[src/rtl/comc_pkg.sv]
package comc_pkg;

    // operation codes of an input beat
    typedef enum logic [2:0] {
        OP_CLEAR  = 3'd0,
        OP_LOAD   = 3'd1,
        OP_SYMBOL = 3'd2,
        OP_END    = 3'd3,
        OP_ENCODE = 3'd4
    } t_op;

    // kinds of a result beat
    typedef enum logic [1:0] {
        KIND_CHAR     = 2'd0,
        KIND_SYMBOL   = 2'd1,
        KIND_ROOT     = 2'd2,
        KIND_NOTFOUND = 2'd3
    } t_kind;

    localparam logic [7:0] CH_QUERY = 8'h3F;  // '?'
    localparam logic [7:0] CH_STAR  = 8'h2A;  // '*', fixed content of the root slot

endpackage

[src/rtl/comc_in_if.sv]
interface comc_in_if;
    logic       valid;
    logic       ready;
    logic [2:0] operation;
    logic [7:0] character;
    logic       symbol;

    modport source (output valid, output operation, output character, output symbol,
                    input ready);
    modport sink   (input valid, input operation, input character, input symbol,
                    output ready);
endinterface

[src/rtl/comc_out_if.sv]
interface comc_out_if;
    logic       valid;
    logic       ready;
    logic [1:0] kind;
    logic [7:0] out_character;
    logic       out_symbol;
    logic       last;

    modport source (output valid, output kind, output out_character, output out_symbol,
                    output last, input ready);
    modport sink   (input valid, input kind, input out_character, input out_symbol,
                    input last, output ready);
endinterface

[src/rtl/comc_table.sv]
module comc_table #(
    parameter int TABLE_SLOTS = 64,
    localparam int IW = $clog2(TABLE_SLOTS)
) (
    input  logic          i_clk,
    input  logic          i_we,
    input  logic [IW-1:0] i_waddr,
    input  logic [7:0]    i_wdata,
    input  logic [IW-1:0] i_raddr,
    output logic [7:0]    o_rdata
);

    logic [7:0] r_mem [TABLE_SLOTS];
    logic [7:0] r_rdata;

    // single write port
    always_ff @(posedge i_clk) begin
        if (i_we) begin
            r_mem[i_waddr] <= i_wdata;
        end
    end

    // registered read port
    always_ff @(posedge i_clk) begin
        r_rdata <= r_mem[i_raddr];
    end

    assign o_rdata = r_rdata;

endmodule

[src/rtl/comc_ctrl.sv]
module comc_ctrl #(
    parameter int TABLE_SLOTS = 64,
    localparam int IW = $clog2(TABLE_SLOTS),
    localparam int DW = $clog2(IW + 1)
) (
    input  logic          i_clk,
    input  logic          i_rst_n,
    comc_in_if.sink       i_in,
    comc_out_if.source    o_out,
    output logic          o_we,
    output logic [IW-1:0] o_waddr,
    output logic [7:0]    o_wdata,
    output logic [IW-1:0] o_raddr,
    input  logic [7:0]    i_rdata
);
    import comc_pkg::*;

    typedef enum logic [3:0] {
        ST_IDLE   = 4'b0001,
        ST_RDWAIT = 4'b0010,
        ST_SCAN   = 4'b0100,
        ST_EMIT   = 4'b1000
    } t_state;

    t_state        r_state, n_state;
    logic [IW-1:0] r_count, n_count;
    logic [IW-1:0] r_dec_idx, n_dec_idx;
    logic          r_dec_bad, n_dec_bad;
    logic [IW-1:0] r_scan, n_scan;
    logic [7:0]    r_ch, n_ch;
    logic          r_bad, n_bad;
    logic [IW-1:0] r_bits, n_bits;
    logic [DW-1:0] r_depth, n_depth;
    logic          r_ov, n_ov;
    t_kind         r_kind, n_kind;
    logic [7:0]    r_och, n_och;
    logic          r_osym, n_osym;
    logic          r_olast, n_olast;

    logic          out_free;
    logic          accept;
    logic [7:0]    rd_val;
    logic          match;
    logic          at_end;
    logic [IW:0]   node;
    logic [DW-1:0] depth;
    logic [IW:0]   aligned;
    logic [IW+1:0] child;

    assign out_free   = !r_ov || o_out.ready;
    assign i_in.ready = (r_state == ST_IDLE);
    assign accept     = i_in.valid && i_in.ready;

    // slot 0 is the root and always reads as '*'
    assign rd_val = (r_scan == '0) ? CH_STAR : i_rdata;
    assign match  = (rd_val == r_ch);
    assign at_end = (r_scan == r_count);

    // decode step: dot to 2i+1, dash to 2i+2
    assign child = {1'b0, r_dec_idx, 1'b1} + (IW + 2)'(i_in.symbol);

    // path bits of a slot: 1-based node number without its leading one
    assign node = {1'b0, r_scan} + (IW + 1)'(1);

    always_comb begin
        depth = '0;
        for (int i = 0; i <= IW; i++) begin
            if (node[i]) begin
                depth = DW'(i);
            end
        end
    end

    assign aligned = node << (DW'(IW) - depth);

    // sequencer and table access
    always_comb begin
        n_state   = r_state;
        n_count   = r_count;
        n_dec_idx = r_dec_idx;
        n_dec_bad = r_dec_bad;
        n_scan    = r_scan;
        n_ch      = r_ch;
        n_bad     = r_bad;
        n_bits    = r_bits;
        n_depth   = r_depth;
        n_ov      = r_ov && !o_out.ready;
        n_kind    = r_kind;
        n_och     = r_och;
        n_osym    = r_osym;
        n_olast   = r_olast;
        o_we      = 1'b0;
        o_waddr   = r_count + IW'(1);
        o_wdata   = i_in.character;
        o_raddr   = r_scan;

        case (r_state)
            ST_IDLE: begin
                if (accept) begin
                    case (t_op'(i_in.operation))
                        OP_CLEAR: begin
                            n_count   = '0;
                            n_dec_idx = '0;
                            n_dec_bad = 1'b0;
                        end
                        OP_LOAD: begin
                            if (r_count != IW'(TABLE_SLOTS - 1)) begin
                                o_we    = 1'b1;
                                n_count = r_count + IW'(1);
                            end
                        end
                        OP_SYMBOL: begin
                            if (!r_dec_bad) begin
                                if (child <= {2'b00, r_count}) begin
                                    n_dec_idx = child[IW-1:0];
                                end else begin
                                    n_dec_bad = 1'b1;
                                end
                            end
                        end
                        OP_END: begin
                            o_raddr   = r_dec_idx;
                            n_scan    = r_dec_idx;
                            n_bad     = r_dec_bad;
                            n_dec_idx = '0;
                            n_dec_bad = 1'b0;
                            n_state   = ST_RDWAIT;
                        end
                        OP_ENCODE: begin
                            o_raddr = '0;
                            n_scan  = '0;
                            n_ch    = i_in.character;
                            n_state = ST_SCAN;
                        end
                        default: ;
                    endcase
                end
            end
            ST_RDWAIT: begin
                if (out_free) begin
                    n_ov    = 1'b1;
                    n_kind  = KIND_CHAR;
                    n_och   = r_bad ? CH_QUERY : rd_val;
                    n_osym  = 1'b0;
                    n_olast = 1'b1;
                    n_state = ST_IDLE;
                end
            end
            ST_SCAN: begin
                if (match) begin
                    if (r_scan == '0) begin
                        if (out_free) begin
                            n_ov    = 1'b1;
                            n_kind  = KIND_ROOT;
                            n_och   = r_ch;
                            n_osym  = 1'b0;
                            n_olast = 1'b1;
                            n_state = ST_IDLE;
                        end
                    end else begin
                        n_bits  = aligned[IW-1:0];
                        n_depth = depth;
                        n_state = ST_EMIT;
                    end
                end else if (at_end) begin
                    if (out_free) begin
                        n_ov    = 1'b1;
                        n_kind  = KIND_NOTFOUND;
                        n_och   = CH_QUERY;
                        n_osym  = 1'b0;
                        n_olast = 1'b1;
                        n_state = ST_IDLE;
                    end
                end else begin
                    o_raddr = r_scan + IW'(1);
                    n_scan  = r_scan + IW'(1);
                end
            end
            ST_EMIT: begin
                if (out_free) begin
                    n_ov    = 1'b1;
                    n_kind  = KIND_SYMBOL;
                    n_och   = r_ch;
                    n_osym  = r_bits[IW-1];
                    n_olast = (r_depth == DW'(1));
                    n_bits  = r_bits << 1;
                    n_depth = r_depth - DW'(1);
                    if (r_depth == DW'(1)) begin
                        n_state = ST_IDLE;
                    end
                end
            end
            default: begin
                n_state = ST_IDLE;
            end
        endcase
    end

    // control state
    always_ff @(posedge i_clk) begin
        if (!i_rst_n) begin
            r_state   <= ST_IDLE;
            r_count   <= '0;
            r_dec_idx <= '0;
            r_dec_bad <= 1'b0;
            r_ov      <= 1'b0;
        end else begin
            r_state   <= n_state;
            r_count   <= n_count;
            r_dec_idx <= n_dec_idx;
            r_dec_bad <= n_dec_bad;
            r_ov      <= n_ov;
        end
    end

    // working and result payload
    always_ff @(posedge i_clk) begin
        r_scan  <= n_scan;
        r_ch    <= n_ch;
        r_bad   <= n_bad;
        r_bits  <= n_bits;
        r_depth <= n_depth;
        r_kind  <= n_kind;
        r_och   <= n_och;
        r_osym  <= n_osym;
        r_olast <= n_olast;
    end

    assign o_out.valid         = r_ov;
    assign o_out.kind          = r_kind;
    assign o_out.out_character = r_och;
    assign o_out.out_symbol    = r_osym;
    assign o_out.last          = r_olast;

endmodule

[src/rtl/custom_order_morse_codec.sv]
// clear, load and decode-symbol beats give no result
// end of letter: one table read, then ST_RDWAIT registers the result once the output stage is free
// encode: one table slot compared per cycle over slots 0..loaded count, then the
// code symbols leave ST_EMIT one beat each, held while the output stage is busy
// reset clears the loaded count, the decode walk and the output stage; the table
// contents are left as they are, slot 0 always reads as '*'
module custom_order_morse_codec #(
    parameter int TABLE_SLOTS = 64
) (
    input  logic       i_clk,
    input  logic       i_rst_n,
    comc_in_if.sink    i_in,
    comc_out_if.source o_out
);

    localparam int IW = $clog2(TABLE_SLOTS);

    logic          we;
    logic [IW-1:0] waddr;
    logic [7:0]    wdata;
    logic [IW-1:0] raddr;
    logic [7:0]    rdata;

    // sequencer, decode walk and output stage
    comc_ctrl #(
        .TABLE_SLOTS (TABLE_SLOTS)
    ) u_ctrl (
        .i_clk   (i_clk),
        .i_rst_n (i_rst_n),
        .i_in    (i_in),
        .o_out   (o_out),
        .o_we    (we),
        .o_waddr (waddr),
        .o_wdata (wdata),
        .o_raddr (raddr),
        .i_rdata (rdata)
    );

    // character table
    comc_table #(
        .TABLE_SLOTS (TABLE_SLOTS)
    ) u_table (
        .i_clk   (i_clk),
        .i_we    (we),
        .i_waddr (waddr),
        .i_wdata (wdata),
        .i_raddr (raddr),
        .o_rdata (rdata)
    );

endmodule
[src/flat_wrapper.sv]
// flat-port wrapper written by rule: the top's interface ports become plain ports
module custom_order_morse_codec_flat 
#(
    parameter int TABLE_SLOTS = 64
)
  (i_clk, i_rst_n, i_in_valid, i_in_operation, i_in_character, i_in_symbol, i_in_ready, o_out_valid, o_out_kind, o_out_out_character, o_out_out_symbol, o_out_last, o_out_ready);
  comc_in_if i_in_i ();
  comc_out_if o_out_i ();
  input  logic i_clk;
  input  logic i_rst_n;
  input wire logic [$bits(i_in_i.valid)-1:0] i_in_valid;
  input wire logic [$bits(i_in_i.operation)-1:0] i_in_operation;
  input wire logic [$bits(i_in_i.character)-1:0] i_in_character;
  input wire logic [$bits(i_in_i.symbol)-1:0] i_in_symbol;
  output wire logic [$bits(i_in_i.ready)-1:0] i_in_ready;
  output wire logic [$bits(o_out_i.valid)-1:0] o_out_valid;
  output wire logic [$bits(o_out_i.kind)-1:0] o_out_kind;
  output wire logic [$bits(o_out_i.out_character)-1:0] o_out_out_character;
  output wire logic [$bits(o_out_i.out_symbol)-1:0] o_out_out_symbol;
  output wire logic [$bits(o_out_i.last)-1:0] o_out_last;
  input wire logic [$bits(o_out_i.ready)-1:0] o_out_ready;
  assign i_in_i.valid = i_in_valid;
  assign i_in_i.operation = i_in_operation;
  assign i_in_i.character = i_in_character;
  assign i_in_i.symbol = i_in_symbol;
  assign i_in_ready = i_in_i.ready;
  assign o_out_valid = o_out_i.valid;
  assign o_out_kind = o_out_i.kind;
  assign o_out_out_character = o_out_i.out_character;
  assign o_out_out_symbol = o_out_i.out_symbol;
  assign o_out_last = o_out_i.last;
  assign o_out_i.ready = o_out_ready;
  custom_order_morse_codec #(.TABLE_SLOTS(TABLE_SLOTS)) u_core (.i_clk(i_clk), .i_rst_n(i_rst_n), .i_in(i_in_i), .o_out(o_out_i));
endmodule
[config.mk]
export PLATFORM = sky130hd
export DESIGN_NAME = custom_order_morse_codec_flat
export DESIGN_NICKNAME = d
export VERILOG_FILES = /design/src/rtl/comc_pkg.sv /design/src/rtl/comc_in_if.sv /design/src/rtl/comc_out_if.sv /design/src/rtl/comc_table.sv /design/src/rtl/comc_ctrl.sv /design/src/rtl/custom_order_morse_codec.sv /design/src/flat_wrapper.sv
export SDC_FILE = /design/constraint.sdc
export NUM_CORES = 1
export LEC_CHECK = 0
export ABC_AREA = 1
export BUFFER_PORTS_ARGS = -buffer_cell sky130_fd_sc_hd__buf_2
export CORE_UTILIZATION = 60
export CTS_CLUSTER_SIZE = 12
export DETAILED_ROUTE_END_ITERATION = 10
export PLACE_DENSITY_LB_ADDON = 0.3
export SLEW_MARGIN = 10
export SYNTH_ARGS = -nofsm -noshare
export SYNTH_HDL_FRONTEND = slang
export SYNTH_SLANG_ARGS = --single-unit
[constraint.sdc]
create_clock -name i_clk -period 3.5 [get_ports i_clk]
set_clock_uncertainty 0.15 [all_clocks]
set_input_delay 0.7 -clock i_clk [delete_from_list [all_inputs] [get_ports i_clk]]
set_output_delay 0.7 -clock i_clk [all_outputs]
set_load 0.1 [all_outputs]
; ---- Yosys cells after proc, flatten, opt, wreduce, memory -nomap -nowiden
; Memory sizes are Yosys's and may differ from the RTL's. A register that Yosys moved wholly into a read port is not among the register bits.
; Cells that the tools add are included.
[totals]
reg_bits = 54
ram_bits = 512
word_cells = 148
mem_count = 1
[op_classes]
n_addsub = 6
n_lt_le_gt_ge = 1
n_eq_ne = 26
shifts = 1
n_mux = 76
n_reduce_logical = 23
[mem_list]
columns = name, depth, width, rd, rd_ports_with_merged_regs, write_ports, line_no
row1 = u_core.u_table.r_mem, 64, 8, 1, 1, 1, comc_table.sv:13  ; logic [7:0] r_mem [TABLE_SLOTS];
[ops]
columns = op, count
row1 = $mux W8, 8
row2 = $pmux W6 S2, 5
row3 = $mux W6, 9
row4 = $mux W4, 7
row5 = $pmux W8 S3, 1
row6 = $mux W1, 23
row7 = $mux W3, 7
row8 = $ne A2 B2 Y1 const B, 9
row9 = $mux W2, 8
row10 = $pmux W4 S4, 1
row11 = $reduce_and A5 Y1, 3
row12 = $add A6 B1 Y6 const B, 2
row13 = $reduce_and A4 Y1, 3
row14 = $ne A3 B3 Y1 const B, 3
row15 = $reduce_and A3 Y1, 3
row16 = $add A7 B1 Y8, 1
row17 = $eq A8 B8 Y1, 1
row18 = $le A8 B6 Y1, 1
row19 = $pmux W4 S2, 1
row20 = $add A6 B1 Y7 const B, 1
row21 = $shl A7 B3 Y6, 1
row22 = $eq A3 B1 Y1 const B, 2
row23 = $eq A3 B2 Y1 const B, 2
row24 = $eq A6 B6 Y1, 1
row25 = other kinds (23), 30

; ---- Longest topological paths before layout
; Gate-level depths: netlist of run 1.
[depth]
ltp_word = 12
mapped_depth = 24
depth_no_buf = 23

; ---- Modules after synthesis
; Synthesis of run 1 repeated with hierarchy kept, for this count alone.
[unflattened]
hier_cells = 2295
area_unflattened_um2 = 24857.6
[modules_own_cells]
columns = mod, n_inst, cells_per_inst, area_each_um2, seq_area_each_um2
row1 = comc_table, 1, 1822, 21291.7, 15534.9
row2 = comc_ctrl, 1, 473, 3565.9, 1381.3

; ---- Least setup slack after synthesis of run 1
; Ideal clock, no wire load.
[synth_timing]
path_kind = register to register
startpoint = register u_core.u_ctrl.r_state[0]
endpoint = register u_core.u_table.r_rdata[5] (netlist: u_core.u_table.o_rdata[5]), read port of u_core.u_table.r_mem
setup_time_ps = 114
t_arrival_ps = 2805
required_ps = 3236
setup_slack_ps = 430
path_stages_with_launch = 23
period_less_slack_ps = 3070
cell_sequence = dfxtp_1 > nand2_1 > nor2_4 > inv_1 > nor2_2 > nand2_1 > o21ai_2 > nor2_1 > o21ai_1 > nand2_1 > clkinv_1 > nand2_2 > nand2_2 > buf_6 > buf_6 > buf_4 > nand2_1 > nand2_1 > nand3_1 > nand3_1 > nand3_1 > nand3_1 > nand2_1
[synth_via]
elab_chain_cells = 4
[synth_lines]
columns = item, line_no
row1 = "start, declared", comc_ctrl.sv:25  ; t_state r_state, n_state;
row2 = "start signal, assigned", comc_ctrl.sv:208  ; r_state <= n_state;
row3 = $eq A4 B1 Y1 (*), comc_ctrl.sv:51  ; assign i_in.ready = (r_state == ST_IDLE);
row4 = net i_in_ready, flat_wrapper.sv:15  ; output wire logic [$bits(i_in_i.ready)-1:0] i_in_ready;
row5 = $logic_and A1 B1 Y1, comc_ctrl.sv:52  ; assign accept = i_in.valid && i_in.ready;
row6 = $mux W6, --
row7 = $pmux W6 S2 (*), --
row8 = "end, declared", comc_table.sv:14  ; logic [7:0] r_rdata;
; Mark *: on every way through the listed nets, which the timed path passes. The rest lies on a longest branch.
; A chain may end at the register's enable or synchronous reset.

; ---- Worst setup path in the final report of run 1
[layout_timing]
startpoint = register u_core.u_ctrl.r_scan[0]
endpoint = register u_core.u_table.r_rdata[1] (netlist: u_core.u_table.o_rdata[1]), read port of u_core.u_table.r_mem
[layout_via]
elab_chain_cells = 5
[layout_lines]
columns = item, line_no
row1 = "start, declared", comc_ctrl.sv:29  ; logic [IW-1:0] r_scan, n_scan;
row2 = "start signal, assigned", comc_ctrl.sv:218  ; r_scan <= n_scan;
row3 = "parallel branches: the longest is 4 deep, another holds $add A6 B1 Y6", --
row4 = $pmux W6 S2 (*), --
; Mark *: on every way between the ends.

==> results of run 1 <==
[cell type report]
cell class | instances | share of cell area
clock buffers | 92 | 0.05563
flip-flops and latches | 574 | 0.5626
multi-input cells | 1487 | 0.2522
repair buffers | 185 | 0.05838
well taps | 585 | 0.02434
inverters | 346 | 0.04344
clock inverters | 12 | 0.003454
[worst max path at each step]
stage                                      endpoint
after detailed placement  u_core.u_table.o_rdata[7]
after global routing      u_core.u_table.o_rdata[3]
after global placement    u_core.u_table.o_rdata[7]
after floorplan           u_core.u_table.o_rdata[5]
final                     u_core.u_table.o_rdata[1]
after CTS                 u_core.u_table.o_rdata[3]
[worst max-delay path: cells and delay by family, from the launching register on]
kind                       cells  cell delay, ps
buffers and inverters          2             550
DFF                            1             330
and+or+nand+nor               15            1640
adders and majority gates      1             270
AOI/OAI and AO/OA              2             260
[synthesized netlist by cell type (4+ instances only)]
cell type	number
buf_2	61
nand3_1	516
inv_2	5
o22ai_1	5
nor2_2	4
buf_6	11
nand2_2	5
nand2_1	472
ha_1	13
clkbuf_1	54
nor3_1	10
dfxtp_1	32
a21oi_1	25
edfxtp_1	542
clkinv_1	6
buf_1	9
o21ai_0	38
nand3b_1	200
a211oi_1	7
nor2_1	145
o211ai_1	9
xor2_1	11
inv_1	335
buf_4	4
[cell families after synthesis]
family / synth area share
AND/OR/NAND/NOR: 0.2492
flip-flops: 0.6417
buffers and inverters: 0.07565
AO/OA/AOI/OAI: 0.02193
XOR/XNOR: 0.004651
adder cells (fa/ha/maj): 0.006170
multiplexers: 0.0007594
[layer usage]
metal	share of wire	vias to the layer above
li1	-	8889
met1	0.39	9331
met2	0.47	1118
met3	0.10	193
met4	0.041	0
met5	0	-
[placed cells by master (no fill, tap or decap), drive strengths merged, types with 32 or more instances in the layout]
cell and instances:
nand3 519, nand3b 200, o21ai 43, dfxtp 32
edfxtp 542, nor2 151, buf 180, nand2 478
inv 340, clkbuf 97
[registers in the layout, indices dropped and copies added, names as in the netlist]
name,cells
u_core.u_ctrl.r_count,6
u_core.u_ctrl.o_out.out_character,8
u_core.u_table.o_rdata,8
u_core.u_table.r_mem,512
u_core.u_ctrl.r_ch,8
u_core.u_ctrl.r_state,4
u_core.u_ctrl.r_dec_idx,6
u_core.u_ctrl.o_out.valid,1
u_core.u_ctrl.r_depth,3
u_core.u_ctrl.r_bits,6
u_core.u_ctrl.o_out.out_symbol,1
u_core.u_ctrl.r_scan,6
u_core.u_ctrl.r_bad,1
u_core.u_ctrl.o_out.last,1
u_core.u_ctrl.r_dec_bad,1
u_core.u_ctrl.o_out.kind,2
[stage by stage]
step           cell area [µm²]  instances
2_1_floorplan            26360       2544
3_3_place_gp             27970       3166
3_5_place_dp             27970       3166
4_1_cts                  29750       3270
5_1_grt                  30070       3281
6_report                 30070       3281
[what timing repair did]
item,in CTS,in global routing
gates cloned,0,7
setup buffers,0,4
gates resized for setup,2,29
setup endpoints to repair,4,8
pin swaps,0,3
hold buffers,0,0
==> out/summary.txt, run 1 <==
worst setup margin = 180.2 ps
cell chain of the critical path = clkinv_1 > ha_1 > nand3_2 > nand2_1 > nand2_1 > nand2_1 > nand2_1 > nor2_2 > nand2_2 > nand2_2 > nor2_1 > nand2_1 > nand3_1 > o21ai_0 > o21ai_2 > buf_4 > nand3_1 > nand3_1 > nand3_1 > nand2_1
Final Hold Fails = 0
vias per cell = 5.953
CP required = 3900 ps
fill count = 3062
Core Region = 0.04317 mm²
worst r2r dst = u_core.u_table.o_rdata[1]
max-cap viol count = 0
met1 usage = 0.4242
die height = 211.6 µm
gr usage total = 0.3141
Site Rows = 76
Congestion Overflow GR = 0
R2R setup slack = 180 ps
Sink Count = 574
multi-input logic area = 0.007584 mm²
RD Place Congestion = 0.9561
initial antenna violation count = 0
die area = 0.04478 mm²
CP Class = reg -> reg
outcome = completed
crit path DAT = 3720 ps
Distinct cells, synth = 40
crit-path max cell delay = 470 ps
final core occ = 0.6965
n_diodes = 0
clock root buffer = clkbuf_16
clk_lat worst skew = 630 ps
cts bufs inserted = 58
Max Slew Vio Count = 0
hold wc startpoint = i_rst_n
Synth Register Bits = 574
Min Clock Period, post-route = 3320 ps
most frequent CP cell = nand2_1
first-pass GRT wire length = 106000 µm
dpl ws = -96.98 ps
TritonCTS clock tree = yes
Net count, final = 2681
layout cells sized above 1 = 0.1091
chip width = 211.6 µm
final hold slack = 145.7 ps
routed length per instance = 21.51 µm
drt first pass iters = 6
Post-Synthesis Cell Area = 0.02636 mm²
reg2reg start = u_core.u_ctrl.r_scan[0]
Longest Clk Path Bufs = 3
initial DRC count = 3045
top_reg_cell synth = edfxtp_1
Hold Path Depth = 2
vias in the first global route = 18770
clk slew on worst S/H paths = 60 ps
Syn Nets = 2573
sequential-to-total area share from yosys stat = 0.6417
GRT busiest layer = met2
post-route ant nets = 0
Peak Freq = 301.2 MHz
HPWL reported at the end of detailed placement = 42400 µm
critical path fanouts, max = 33
Starting Density = 0.6107
register area = 0.01692 mm²
Post-Synthesis Cells = 2544
Slew @ Worst Pin = 1076 ps
yosys warns = 0
global routing usage on met3 = 0.05281
Hold Path Class = in -> reg
synth-to-layout area growth = 14.06%
PortBufs = 29
global-route track usage on met2 = 0.4992
Post-synth EDFFs = 542
vias = 19530
Syn Area/Cell = 10.36 µm²
CP Launch Point = u_core.u_ctrl.r_scan[0]
top post-synthesis cells by area = edfxtp_1 62%, nand3_1 9.8%, nand2_1 6.7%
Worst Hold Path EP = u_core.u_ctrl.r_state[0]
final WL = 70560 µm
CP startpoint kind = flip-flop
Residual DRC = 0
Synth area leader = edfxtp_1
H-tree levels = 2
ys async rst share = 0
top-area cell type share of the netlist area = 0.6174
Final TNS setup = 0 ps
Worst Reg-to-Reg Cells = 20
largest net degree at the start of global routing = 125
# IOs = 30
relative slew slack = 0.2823
period utilization = 0.9485
CP max-delay cell = buf_4
setup violators final = 0
Worst setup EP type = flip-flop
Power of run 1 is left out: the tool's default activity adds up to more than one toggle a clock period on the data nets, which glitch-free logic cannot reach.
==> run 2: changes to the inputs <==
--- a/config.mk
+++ b/config.mk
@@ -8,9 +8,11 @@
 export ABC_AREA = 1
 export BUFFER_PORTS_ARGS = -buffer_cell sky130_fd_sc_hd__buf_2
 export CORE_UTILIZATION = 60
+export CTS_BUF_LIST = sky130_fd_sc_hd__clkbuf_8 sky130_fd_sc_hd__clkbuf_16
 export CTS_CLUSTER_SIZE = 12
 export DETAILED_ROUTE_END_ITERATION = 10
 export PLACE_DENSITY_LB_ADDON = 0.3
+export REMOVE_ABC_BUFFERS = 1
 export SLEW_MARGIN = 10
 export SYNTH_ARGS = -nofsm -noshare
 export SYNTH_HDL_FRONTEND = slang
==> run 2 against run 1 <==
  * Cell area down 1.4%
  * Die area unchanged
  * First-iteration DRC count down 24%
  * Register-to-register slack worse by 40 ps
  * Highest routed layer unchanged
==> out/summary.txt, run 2 (synthesized netlist as in run 1, its figures left out) <==
outcome = completed
largest net degree at the start of global routing = 93
Worst Reg-to-Reg Cells = 22
HPWL reported at the end of detailed placement = 42040 µm
clk_lat worst skew = 610 ps
max FFs per register = 512
layout cells sized above 1 = 0.09595
clock root buffer = clkbuf_16
synth-to-layout area growth = 12.43%
initial DRC count = 2307
Peak Freq = 297.3 MHz
most flop-heavy register = u_core.u_table.r_mem
Min Clock Period, post-route = 3364 ps
most frequent cells in the layout = 542 x edfxtp_1, 514 x nand3_1, 470 x nand2_1, 364 x inv_1, 200 x nand3b_1
fill count = 3141
vias in the first global route = 18410
worst r2r dst = u_core.u_table.o_rdata[7]
CP Class = reg -> reg
setup violators final = 0
Sink Count = 574
CP startpoint kind = flip-flop
Hold Buf Count CTS = 0
reg2reg start = u_core.u_ctrl.r_scan[0]
CP Launch Point = u_core.u_ctrl.r_scan[0]
vias per cell = 5.926
Core Region = 0.04317 mm²
cts bufs inserted = 58
routed length per instance = 21.17 µm
initial antenna violation count = 0
final core occ = 0.6866
crit path DAT = 3710 ps
gr usage total = 0.3091
TritonCTS clock tree = yes
final WL = 68880 µm
max-cap viol count = 0
R2R setup slack = 140 ps
drt first pass iters = 6
Net count, final = 2651
Max Slew Vio Count = 0
Slew @ Worst Pin = 864.1 ps
vias = 19280
Site Rows = 76
die height = 211.6 µm
H-tree levels = 2
chip width = 211.6 µm
critical path fanouts, max = 27
Final Hold Fails = 0
Residual DRC = 0
Congestion Overflow GR = 0
Longest Clk Path Bufs = 3
CP required = 3850 ps
PortBufs = 29
relative slew slack = 0.4239
Starting Density = 0.6107
clk slew on worst S/H paths = 60 ps
commonest non-fill, non-tap cell in the layout = edfxtp_1
post-route ant nets = 0
n_diodes = 0
Worst setup EP type = flip-flop
RD Place Congestion = 0.9122
Hold Path Class = in -> reg
first-pass GRT wire length = 104300 µm
Worst Setup EP = u_core.u_table.o_rdata[7]
die area = 0.04478 mm²
# IOs = 30
period utilization = 0.9611
## run 2: cell types whose count changed in the layout (fill, tap and decap cells not counted), sizes merged
cell / before / now
clkbuf: 97 / 66
nand3: 519 / 518
nand2: 478 / 477
buf: 180 / 155
clkinv: 15 / 17
bufinv: 2 / 0
inv: 340 / 370
## run 2: metrics by stage
stage          TNS, ps  std cells  area, µm²  worst slack [ps]  hold WS, ps
6_report             0       3253      29640             136.3        146.5
5_1_grt         -53.75       3253      29640            -53.75        149.7
4_1_cts              0       3249      29530             55.73        112.8
3_5_place_dp    -987.7       3143      27810            -150.2        320.4
3_3_place_gp    -684.4       3143      27810            -119.5        315.0
2_1_floorplan   -60780       2405      25670             -6591        280.5
## run 2: per-layer routing
layer,vias up,GRT usage,share of wire
met5,-,0,0
met1,9152,0.4080,0.38
met2,1136,0.5048,0.48
met4,0,0.1412,0.041
met3,179,0.05103,0.097
li1,8811,-,-
## run 2: how the worst min path moves through the flow
stage | startpoint | end | slack, ps | depth (start not counted)
5_1_grt | i_rst_n | u_core.u_ctrl.r_state[0] | 150 | 2
4_1_cts | i_rst_n | u_core.u_ctrl.r_state[0] | 110 | 2
3_5_place_dp | u_core.u_ctrl.r_dec_bad | u_core.u_ctrl.r_bad | 320 | 0
3_3_place_gp | u_core.u_ctrl.r_dec_bad | u_core.u_ctrl.r_bad | 320 | 0
6_report | i_rst_n | u_core.u_ctrl.r_state[0] | 150 | 2
2_1_floorplan | u_core.u_ctrl.r_dec_bad | u_core.u_ctrl.r_bad | 280 | 0
## run 2: timing repair
action                                 CTS  global route
endpoints found under the hold margin    0             0
setup endpoints to repair                8             8
gates resized for setup                  1            13
pin swaps                                0             2
setup buffers                            0             2
gates cloned                             0             2
## run 2: cell type report
class | instances | area (µm²) | share of cell area
Inverter | 346 | 1306 | 0.04407
Sequential cell | 574 | 16920 | 0.5707
Multi-Input combinational cell | 1485 | 7506 | 0.2532
Tap cell | 585 | 732.0 | 0.02469
Clock inverter | 42 | 175.2 | 0.005910
Clock buffer | 64 | 1545 | 0.05213
Timing Repair Buffer | 157 | 1459 | 0.04922
## run 2: worst max-delay path: stages (launching register included)
cell and delay [ps]:
dfxtp_1 330, clkinv_1 80, ha_1 230, nand3_4 180, nand2_1 100, nand2_1 70
nand2_1 70, inv_2 60, nand2_1 60, nor2_2 90, nand2_2 100, nand2_1 90
nand3_2 140, nand2_8 140, buf_12 200, buf_12 220, nand3b_1 110, nand3_1 120
nand3_1 100, nand3_1 150, nand3_1 230, nand3_1 160, nand2_1 60
Power of run 2 is left out for the same reason.
